`config.mk`:
```
export PLATFORM = sky130hd
export DESIGN_NAME = pcp_divsqrt
export DESIGN_NICKNAME = d
export VERILOG_FILES = /design/src/hw/rtl/pcp_pkg.sv /design/src/hw/rtl/pcp_divsqrt.sv
export SDC_FILE = /design/constraint.sdc
export NUM_CORES = 1
export LEC_CHECK = 0
export BUFFER_PORTS_ARGS = -buffer_cell sky130_fd_sc_hd__buf_2
export CORE_AREA = 3 3 195 197
export CTS_CLUSTER_SIZE = 28
export DETAILED_ROUTE_END_ITERATION = 10
export DIE_AREA = 0 0 198 200
export PLACE_DENSITY = 0.76
export SLEW_MARGIN = 5
export SYNTH_ARGS = -nofsm -noshare
export SYNTH_HDL_FRONTEND = slang
export SYNTH_SLANG_ARGS = --single-unit
```
`constraint.sdc`:
```
create_clock -name clk_i -period 10 [get_ports clk_i]
set_input_delay 1 -clock clk_i [delete_from_list [all_inputs] [get_ports clk_i]]
set_output_delay 1 -clock clk_i [all_outputs]
set_load 0.03 [all_outputs]
```
`src/hw/rtl/pcp_pkg.sv`:
```
// shared types and constants for the polyline closest point block
package pcp_pkg;

  localparam int unsigned CoordW      = 24;
  localparam int unsigned DirW        = 16;
  localparam int unsigned ParamW      = 17;
  localparam int unsigned DistW       = 48;
  localparam int unsigned ArcW        = 40;
  localparam int unsigned CfgIdxW     = 1;
  localparam int unsigned CfgDataW    = 24;
  localparam int unsigned CoordFracBitsDef = 8;

  localparam logic [CfgIdxW-1:0] CfgQueryX = 1'b0;
  localparam logic [CfgIdxW-1:0] CfgQueryY = 1'b1;

  localparam logic signed [DirW-1:0] OneDir = 16'sd16384;
  localparam logic [DistW-1:0]        DistMax = '1;
  localparam logic [ArcW-1:0]         ArcMax  = '1;

  typedef struct packed {
    logic                     found;
    logic signed [CoordW-1:0] closest_x;
    logic signed [CoordW-1:0] closest_y;
    logic signed [DirW-1:0]   tangent_x;
    logic signed [DirW-1:0]   tangent_y;
    logic [ParamW-1:0]        edge_param;
    logic [DistW-1:0]         distance_sq;
  } result_t;

  typedef struct packed {
    logic signed [CoordW-1:0] vertex_x;
    logic signed [CoordW-1:0] vertex_y;
    logic                     last_vertex;
  } vertex_t;

  // request to and answer from the shared divide / root unit
  typedef struct packed {
    logic        start;
    logic        is_sqrt;
    logic [63:0] num;
    logic [63:0] den;
  } div_req_t;

  typedef struct packed {
    logic        done;
    logic [63:0] quo;
    logic [63:0] rem;
  } div_rsp_t;

endpackage

```
`src/hw/rtl/pcp_divsqrt.sv`:
```
// iterative radix-2 divider and integer square root, one bit a cycle
module pcp_divsqrt
  import pcp_pkg::*;
(
  input  logic     clk_i,
  input  logic     rst_ni,
  input  div_req_t req_i,
  output div_rsp_t rsp_o
);
  logic        busy_q, busy_d;
  logic        sqrt_q, sqrt_d;
  logic [6:0]  cnt_q, cnt_d;
  logic [63:0] num_q, num_d, den_q, den_d, quo_q, quo_d, rem_q, rem_d;
  logic        done_q, done_d;
  logic [64:0] trial;
  logic [65:0] strial;
  logic [63:0] rsh;

  always_comb begin
    busy_d = busy_q; sqrt_d = sqrt_q; cnt_d = cnt_q; num_d = num_q;
    den_d = den_q; quo_d = quo_q; rem_d = rem_q; done_d = 1'b0;
    trial = '0; strial = '0; rsh = '0;
    if (req_i.start) begin
      busy_d = 1'b1; sqrt_d = req_i.is_sqrt; num_d = req_i.num;
      den_d = req_i.den; quo_d = '0; rem_d = '0;
      cnt_d = req_i.is_sqrt ? 7'd32 : 7'd64;
    end else if (busy_q) begin
      if (!sqrt_q) begin
        trial = {rem_q, num_q[63]};
        num_d = {num_q[62:0], 1'b0};
        if (trial >= {1'b0, den_q}) begin
          rem_d = 64'(trial - {1'b0, den_q}); quo_d = {quo_q[62:0], 1'b1};
        end else begin
          rem_d = trial[63:0]; quo_d = {quo_q[62:0], 1'b0};
        end
      end else begin
        rsh = {rem_q[61:0], num_q[63:62]};
        num_d = {num_q[61:0], 2'b00};
        strial = {quo_q, 2'b01};
        if ({2'b00, rsh} >= strial) begin
          rem_d = 64'({2'b00, rsh} - strial); quo_d = {quo_q[62:0], 1'b1};
        end else begin
          rem_d = rsh; quo_d = {quo_q[62:0], 1'b0};
        end
      end
      cnt_d = cnt_q - 7'd1;
      if (cnt_q == 7'd1) begin
        busy_d = 1'b0; done_d = 1'b1;
      end
    end
  end

  always_ff @(posedge clk_i or negedge rst_ni) begin
    if (!rst_ni) begin
      busy_q <= 1'b0; done_q <= 1'b0; cnt_q <= '0; sqrt_q <= 1'b0;
    end else begin
      busy_q <= busy_d; done_q <= done_d; cnt_q <= cnt_d; sqrt_q <= sqrt_d;
    end
  end

  always_ff @(posedge clk_i) begin
    num_q <= num_d; den_q <= den_d; quo_q <= quo_d; rem_q <= rem_d;
  end

  assign rsp_o.done = done_q;
  assign rsp_o.quo  = quo_q;
  assign rsp_o.rem  = rem_q;
endmodule

```
==> key figures, run 1 <==
Worst hold path
  – Min-delay worst type: input pin to asynchronous set/reset pin

Die
  – Die Width: between 150 and 200 µm
  – Core area: 36400 µm²
  – Initial Util: 0.549
  – I/O pins: 261
  – Row count: 70
  – Die H: 200 µm
  – Die area: 39600 µm²

Finish
  – Area grow syn2layout: 11.9%
  – Final nets: between 2k and 3k
  – Final cell count without fillers: a little over 3k
  – Share of cells above drive strength 1: 0.145

Worst setup path
  – Worst setup EP type: flop
  – Critical path fanouts, max: 76
  – Startpoint types: flop
  – Critical Path AT: 5.08 ns
  – R2r endpoint: rem_q[14]
  – Worst EP required: 10.48 ns
  – R2R depth: 13
  – Worst R2R Setup Slack: 5.41 ns
  – Bufs and invs on worst path: 1
  – CP max-delay cell: buf_4
  – Max incr delay on CP: about 0.7 ns
  – Kind of critical path: flop to flop
  – CP cell instances: ha_1 -> and3_1 -> nand4_1 -> nor4_1 -> a32o_1 -> or4_1 -> a211oi_1 -> o31a_2 -> buf_4 -> mux2_2 -> a21oi_1 -> o21ai_0 -> o211a_1
  – CP delay by family, top: compound AO/OA/AOI/OAI gates
  – RR Startpoint: rem_q[47]

Drt
  – Iter 0 DRT Violations: 1768
  – DRT antenna net count: 0
  – Remaining DRCs: 0
  – DRT Pass-1 Iters: 6
  – Drt total wl: 62600 µm
  – Vias: roughly 19k
  – Avg WL per Cell: between 20 and 25 µm
  – Via-per-instance ratio: 6.15

Global routing
  – First-pass GRT wire length: around 96000 µm
  – GRT Residual Overflow: 0
  – Antenna violations before repair: 12
  – Gr usage total: 0.305
  – Vias in the first global route: 17.4k
  – Largest net degree at the start of global routing: about 100

Clocking
  – Clock transition at path regs: 0.06 ns
  – Setup bufs post-CTS: 0
  – Worst skew pair latency: 0.59 ns
  – Hold buffers post-CTS: 0
  – Clock Path Buffers: 3
  – CTS Sinks: 266
  – Resized Gates After CTS: 0
  – CTS tree: built
  – CTS Buf Count: 30
  – Root Buffer: clkbuf_16
  – H-tree Lvls: 1

Synth
  – Register area share after synthesis: 0.333
  – Cell accounting for the most synthesized area: edfxtp_1
  – Mean post-synth cell area: roughly 8.4 µm²
  – Mux share of post-synthesis cell area: 0.0757
  – Post-synth EDFFs: ~130
  – Simple-gate share of the synthesized area: 0.146
  – Mapped Nets: between 2k and 3k
  – Post-synth cell types: 95
  – Post-synth top flop: edfxtp_1
  – Synth top area cells: edfxtp_1, dfxtp_1, ha_1
  – Post-synthesis cell area: approximately 20000 µm²
  – Synth Area in Adders: 0.0824
  – Synth Warn #: 0
  – Complex-gate fraction of the synthesized area: 0.243
  – FF+latch count, synth: 266
  – Top cell type's share of synthesized area: 0.192
  – Post-Synth XOR/XNOR Area: 0.0526
  – Main combinational cell family by area after synthesis: compound AO/OA/AOI/OAI gates
  – Mapped Cells: 2370
  – FFs w/ async S/R, synth: 0.0376

STA
  – Final-report max-slew violation count: 0
  – Clock skew: roughly 0.015 ns
  – Period Utilization, post-route: 0.459
  – Slew headroom: 0.342
  – Setup Viol. Count Final: 0
  – RSZ-0062 raised after global routing: no
  – Worst Hold Margin: 0.263 ns
  – Fin Setup TNS: 0 ns
  – Peak Freq: 0.218 GHz
  – Worst Tran Pin Value: 0.962 ns
  – Hold Fails Final Rpt: 0
  – Final min period: about 4.6 ns

Outcome
  – Status: finished, final reports clean

Placed design
  – Routability congestion estimate from global placement: 0.949
  – DP Wirelength: 47300 µm
  – Cells after DPL: 2963
  – Port Buf Inserts: 260

Run
  – Max-cap check violation count: 0

Pwr
  – Power Density: 353 nW/µm²
  – Total power: 7.90 mW
  – IR drop worst, VDD: 0.282 mV
  – Leak Pwr: 10.2 nW
## worst max-delay path by stage
| stage | cells after the start | start | to | slack, ns |
|---|---|---|---|---|
| after global placement | 13 | rem_q[47] | rem_q[14] | 5.52 |
| after global routing | 13 | rem_q[0] | rem_q[14] | 5.11 |
| after CTS | 13 | rem_q[47] | rem_q[14] | 5.49 |
| after detailed placement | 13 | rem_q[47] | rem_q[14] | 5.51 |
| after floorplan | 15 | rem_q[7] | rem_q[46] | 6.66 |
| final | 13 | rem_q[47] | rem_q[14] | 5.41 |
## through the flow
| stage | area (µm²) | util | setup slack, ns |
|---|---|---|---|
| 2_1_floorplan | 20000 | - | 6.66 |
| 3_3_place_gp | 21300 | 0.585 | 5.52 |
| 3_5_place_dp | 21300 | 0.585 | 5.51 |
| 4_1_cts | 22400 | 0.614 | 5.49 |
| 5_1_grt | 22400 | 0.614 | 5.11 |
| 6_report | 22400 | 0.614 | 5.41 |
## worst reg2reg max path, delay by kind of cell (launching register included)
| family | cells | cell delay, ns |
|---|---|---|
| AO/OA/AOI/OAI | 6 | 1.37 |
| AND/OR/NAND/NOR | 4 | 1.11 |
| buffers and inverters | 1 | 0.68 |
| flip-flops | 1 | 0.54 |
| multiplexers | 1 | 0.44 |
| adder cells (fa/ha/maj) | 1 | 0.35 |
## layout make-up
type | instances | area (µm²)
Antenna cell | 4 | 10.0
Clock buffer | 39 | 805
Clock inverter | 15 | 255
Fill cell | 3270 | 14100
Inverter | 173 | 649
Multi-Input combinational cell | 1783 | 12000
Sequential cell | 266 | 6660
Tap cell | 468 | 586
Timing Repair Buffer | 273 | 1410
## synthesized netlist by cell type (22+ instances only)
cell and count:
nand2_1 271, a21oi_1 179, a21o_1 74, nor2_1 160, xor2_1 47, clkbuf_1 98, xnor2_1 73, nor3_1 28
o21ai_0 189, buf_2 27, dfxtp_1 128, inv_1 171, edfxtp_1 128, nand4_1 53, nand3_1 28, mux2i_1 131
o21bai_1 30, o211ai_1 76, ha_1 130, a32o_1 22
## power by group
| part | switching [mW] | internal, mW |
|---|---|---|
| Combinational | 3.14 | 1.88 |
| Sequential | 0.334 | 1.35 |
| Clock | 0.480 | 0.725 |
## registers in the layout, indices dropped and copies added, names as in the netlist
signal,cells
num_q,64
rem_q,64
sqrt_q,1
done_q,1
cnt_q,7
den_q,64
quo_q,64
busy_q,1
## layer usage
metal | part of all wire | wire length [µm] | track usage | up-vias
met5 | 0.0011 | 69 | 0 | -
met4 | 0.029 | 1790 | 0.0807 | 12
met2 | 0.41 | 25900 | 0.452 | 916
met3 | 0.10 | 6320 | 0.0742 | 129
li1 | - | - | - | 8957
met1 | 0.46 | 28500 | 0.446 | 8572
## placed cells by master (no fill, tap or decap), types with 8 or more instances in the layout
| cell | n |
|---|---|
| nand2_1 | 271 |
| buf_2 | 259 |
| o21ai_0 | 189 |
| a21oi_1 | 179 |
| inv_1 | 170 |
| nor2_1 | 159 |
| mux2i_1 | 131 |
| ha_1 | 130 |
| edfxtp_1 | 128 |
| dfxtp_1 | 128 |
| o211ai_1 | 76 |
| a21o_1 | 74 |
| xnor2_1 | 73 |
| nand4_1 | 53 |
| xor2_1 | 47 |
| o21bai_1 | 30 |
| clkbuf_16 | 30 |
| nand3_1 | 28 |
| nor3_1 | 28 |
| a32o_1 | 22 |
| a211oi_1 | 19 |
| mux2_2 | 18 |
| a31oi_1 | 17 |
| o21a_1 | 16 |
| nor2b_1 | 13 |
| and3_1 | 13 |
| nand2b_1 | 13 |
| buf_4 | 13 |
| a221oi_1 | 12 |
| and2_1 | 10 |
| or3_1 | 10 |
| nor4_1 | 10 |
| o31ai_1 | 9 |
| a311oi_1 | 9 |
| o22ai_1 | 8 |
| dfrtp_1 | 8 |
## kinds of logic (layout without fill, tap and decap cells)
family,after synthesis,count (layout)
other cells,0,4
mux,149,149
compound gates,744,744
simple gates,639,639
fa+ha+maj,131,131
flops,266,266
buf+inv,321,500
xor+xnor,120,120
No activity file was read; power rests on OpenSTA's default activity.
==> inputs of run 2 (changes only) <==
--- a/config.mk
+++ b/config.mk
@@ -6,11 +6,11 @@
 export NUM_CORES = 1
 export LEC_CHECK = 0
 export BUFFER_PORTS_ARGS = -buffer_cell sky130_fd_sc_hd__buf_2
-export CORE_AREA = 3 3 195 197
+export CORE_AREA = 3 3 197 199
 export CTS_CLUSTER_SIZE = 28
 export DETAILED_ROUTE_END_ITERATION = 10
-export DIE_AREA = 0 0 198 200
-export PLACE_DENSITY = 0.76
+export DIE_AREA = 0 0 200 202
+export PLACE_DENSITY = 0.78
 export SLEW_MARGIN = 5
 export SYNTH_ARGS = -nofsm -noshare
 export SYNTH_HDL_FRONTEND = slang
==> constraint.sdc (replaced) <==
create_clock -name clk_i -period 3.7 [get_ports clk_i]
set_input_delay 0.37 -clock clk_i [delete_from_list [all_inputs] [get_ports clk_i]]
set_output_delay 0.37 -clock clk_i [all_outputs]
set_load 0.03 [all_outputs]
==> key figures, run 2 (synthesis gave the netlist of run 1 again) <==
Outcome
  – Status: finished, final reports clean

Finish
  – Area grow syn2layout: 27.5%
  – Commonest non-fill, non-tap cell in the layout: nand2_1
  – Final nets: around 3.1k
  – Share of cells above drive strength 1: 0.246
  – Most frequent cells in the layout: nand2_1, buf_2, buf_4, o21ai_0
  – Final Util: 0.682
  – Final cell count without fillers: 3369
  – Inserted Diodes: 0

STA
  – Final-report max-slew violation count: 0
  – Period Utilization, post-route: 0.977
  – Setup Viol. Count Final: 0
  – Slew headroom: 0.479
  – PnR worst setup slack: 0.0857 ns
  – Final min period: 3.61 ns
  – Worst Tran Pin Value: 0.782 ns
  – Hold Fails Final Rpt: 0
  – Clock skew: 0.0248 ns
  – Peak Freq: 0.277 GHz

Worst setup path
  – Critical Path AT: 4.10 ns
  – Critical path fanouts, max: 8
  – Worst setup EP type: flop
  – R2R depth: 13
  – Worst R2R Setup Slack: between 0.08 and 0.09 ns
  – Startpoint types: flop
  – Kind of critical path: flop to flop
  – RR Startpoint: rem_q[42]
  – R2r endpoint: rem_q[14]
  – Worst EP required: 4.19 ns

Pwr
  – IR drop worst, VDD: 0.483 mV
  – Power Density: 978 nW/µm²
  – Leak Pwr: approximately 12 nW

Drt
  – Vias: 20.4k
  – Via-per-instance ratio: ~6.0
  – Remaining DRCs: 0
  – DRT antenna net count: 0
  – DRT Pass-1 Iters: 6
  – Drt total wl: roughly 70000 µm
  – Iter 0 DRT Violations: 1965
  – Avg WL per Cell: 21.0 µm

Worst hold path
  – Hold Path Origin: req_i[128]
  – Hold path depth: 3
  – WHS Endpoint: cnt_q[5]
  – Min-delay worst type: input pin to flop

Die
  – I/O pins: 261
  – Die Width: around 200 µm
  – Row count: 71
  – Die H: about 200 µm
  – Initial Util: 0.535
  – Core area: 37400 µm²
  – Die area: between 40000 and 50000 µm²

Clocking
  – CTS Sinks: 266
  – Clock transition at path regs: 0.07 ns
  – CTS Buf Count: 30
  – CTS tree: built
  – Worst skew pair latency: 0.60 ns
  – H-tree Lvls: 1
  – Root Buffer: clkbuf_16
  – Clock Path Buffers: 3

Global routing
  – First-pass GRT wire length: around 110000 µm
  – Gr usage total: 0.328
  – GRT Residual Overflow: 0
  – Largest net degree at the start of global routing: 180
  – Vias in the first global route: 19.1k
  – Antenna violations before repair: 0

Placed design
  – DP Wirelength: about 50000 µm
  – Pre-CTS setup slack: -0.259 ns
  – Port Buf Inserts: 260
  – Cells after DPL: ~3.2k
  – Routability congestion estimate from global placement: just under 1

Run
  – Max-cap check violation count: 0
run 2: final cells by class:
type | instances | area, µm²
Fill cell | 3001 | 11900
Tap cell | 511 | 639
Clock buffer | 44 | 848
Sequential cell | 266 | 6700
Clock inverter | 12 | 146
Inverter | 173 | 649
Multi-Input combinational cell | 1785 | 12500
Timing Repair Buffer | 578 | 4040
run 2: worst max-delay path by stage:
stage | startpoint | endpoint | slack [ns] | cells past startpoint
after floorplan | rem_q[7] | rem_q[46] | 0.36 | 15
after global placement | quo_q[0] | rem_q[63] | -0.14 | 13
after detailed placement | quo_q[0] | rem_q[63] | -0.26 | 13
after CTS | den_q[61] | rem_q[32] | 0.008 | 13
after global routing | quo_q[37] | rem_q[14] | -0.03 | 14
final | rem_q[42] | rem_q[14] | 0.09 | 13
run 2: power by group:
part | switching (mW) | leakage [nW] | internal (mW)
sequential | 0.693 | 2.51 | 3.66
combinational | 10.0 | 8.74 | 7.44
clock | 1.29 | 0.488 | 1.80
total | 12.0 | 11.7 | 12.9
run 2: timing repair:
action                     in CTS  in global routing
hold buffers                   65                  0
gates cloned                    0                  6
setup buffers                   0                 19
hold endpoints to repair       74                  0
pin swaps                       0                 36
setup endpoints to repair      38                 64
gates resized for setup        12                126
run 2: critical path: stages (launching register included):
cell,delay (ns)
dfxtp_2,0.45
ha_2,0.35
and3_2,0.25
nand4_1,0.16
nor3_1,0.13
a32o_2,0.27
or4_1,0.43
a211oi_2,0.29
o31a_4,0.29
buf_12,0.18
mux2_2,0.34
a21oi_1,0.13
o21ai_0,0.10
o211a_1,0.14
run 2: per-layer routing:
metal,vias to the layer above,GRT usage,part of all wire
met2,1135,0.502,0.44
met5,-,0,0
li1,9559,-,-
met3,130,0.0575,0.097
met1,9549,0.483,0.44
met4,0,0.0743,0.024
run 2: per-stage QoR:
step	TNS [ns]	total power, mW	hold WS [ns]	cell area (µm²)
2_1_floorplan	0	14.5	0.0744	20000
4_1_cts	0	23.1	0.0379	24800
5_1_grt	-0.133	26.3	0.0731	25500
6_report	0	24.9	0.0577	25500
3_3_place_gp	-1.03	19.7	0.233	23100
3_5_place_dp	-1.75	19.8	0.238	23100
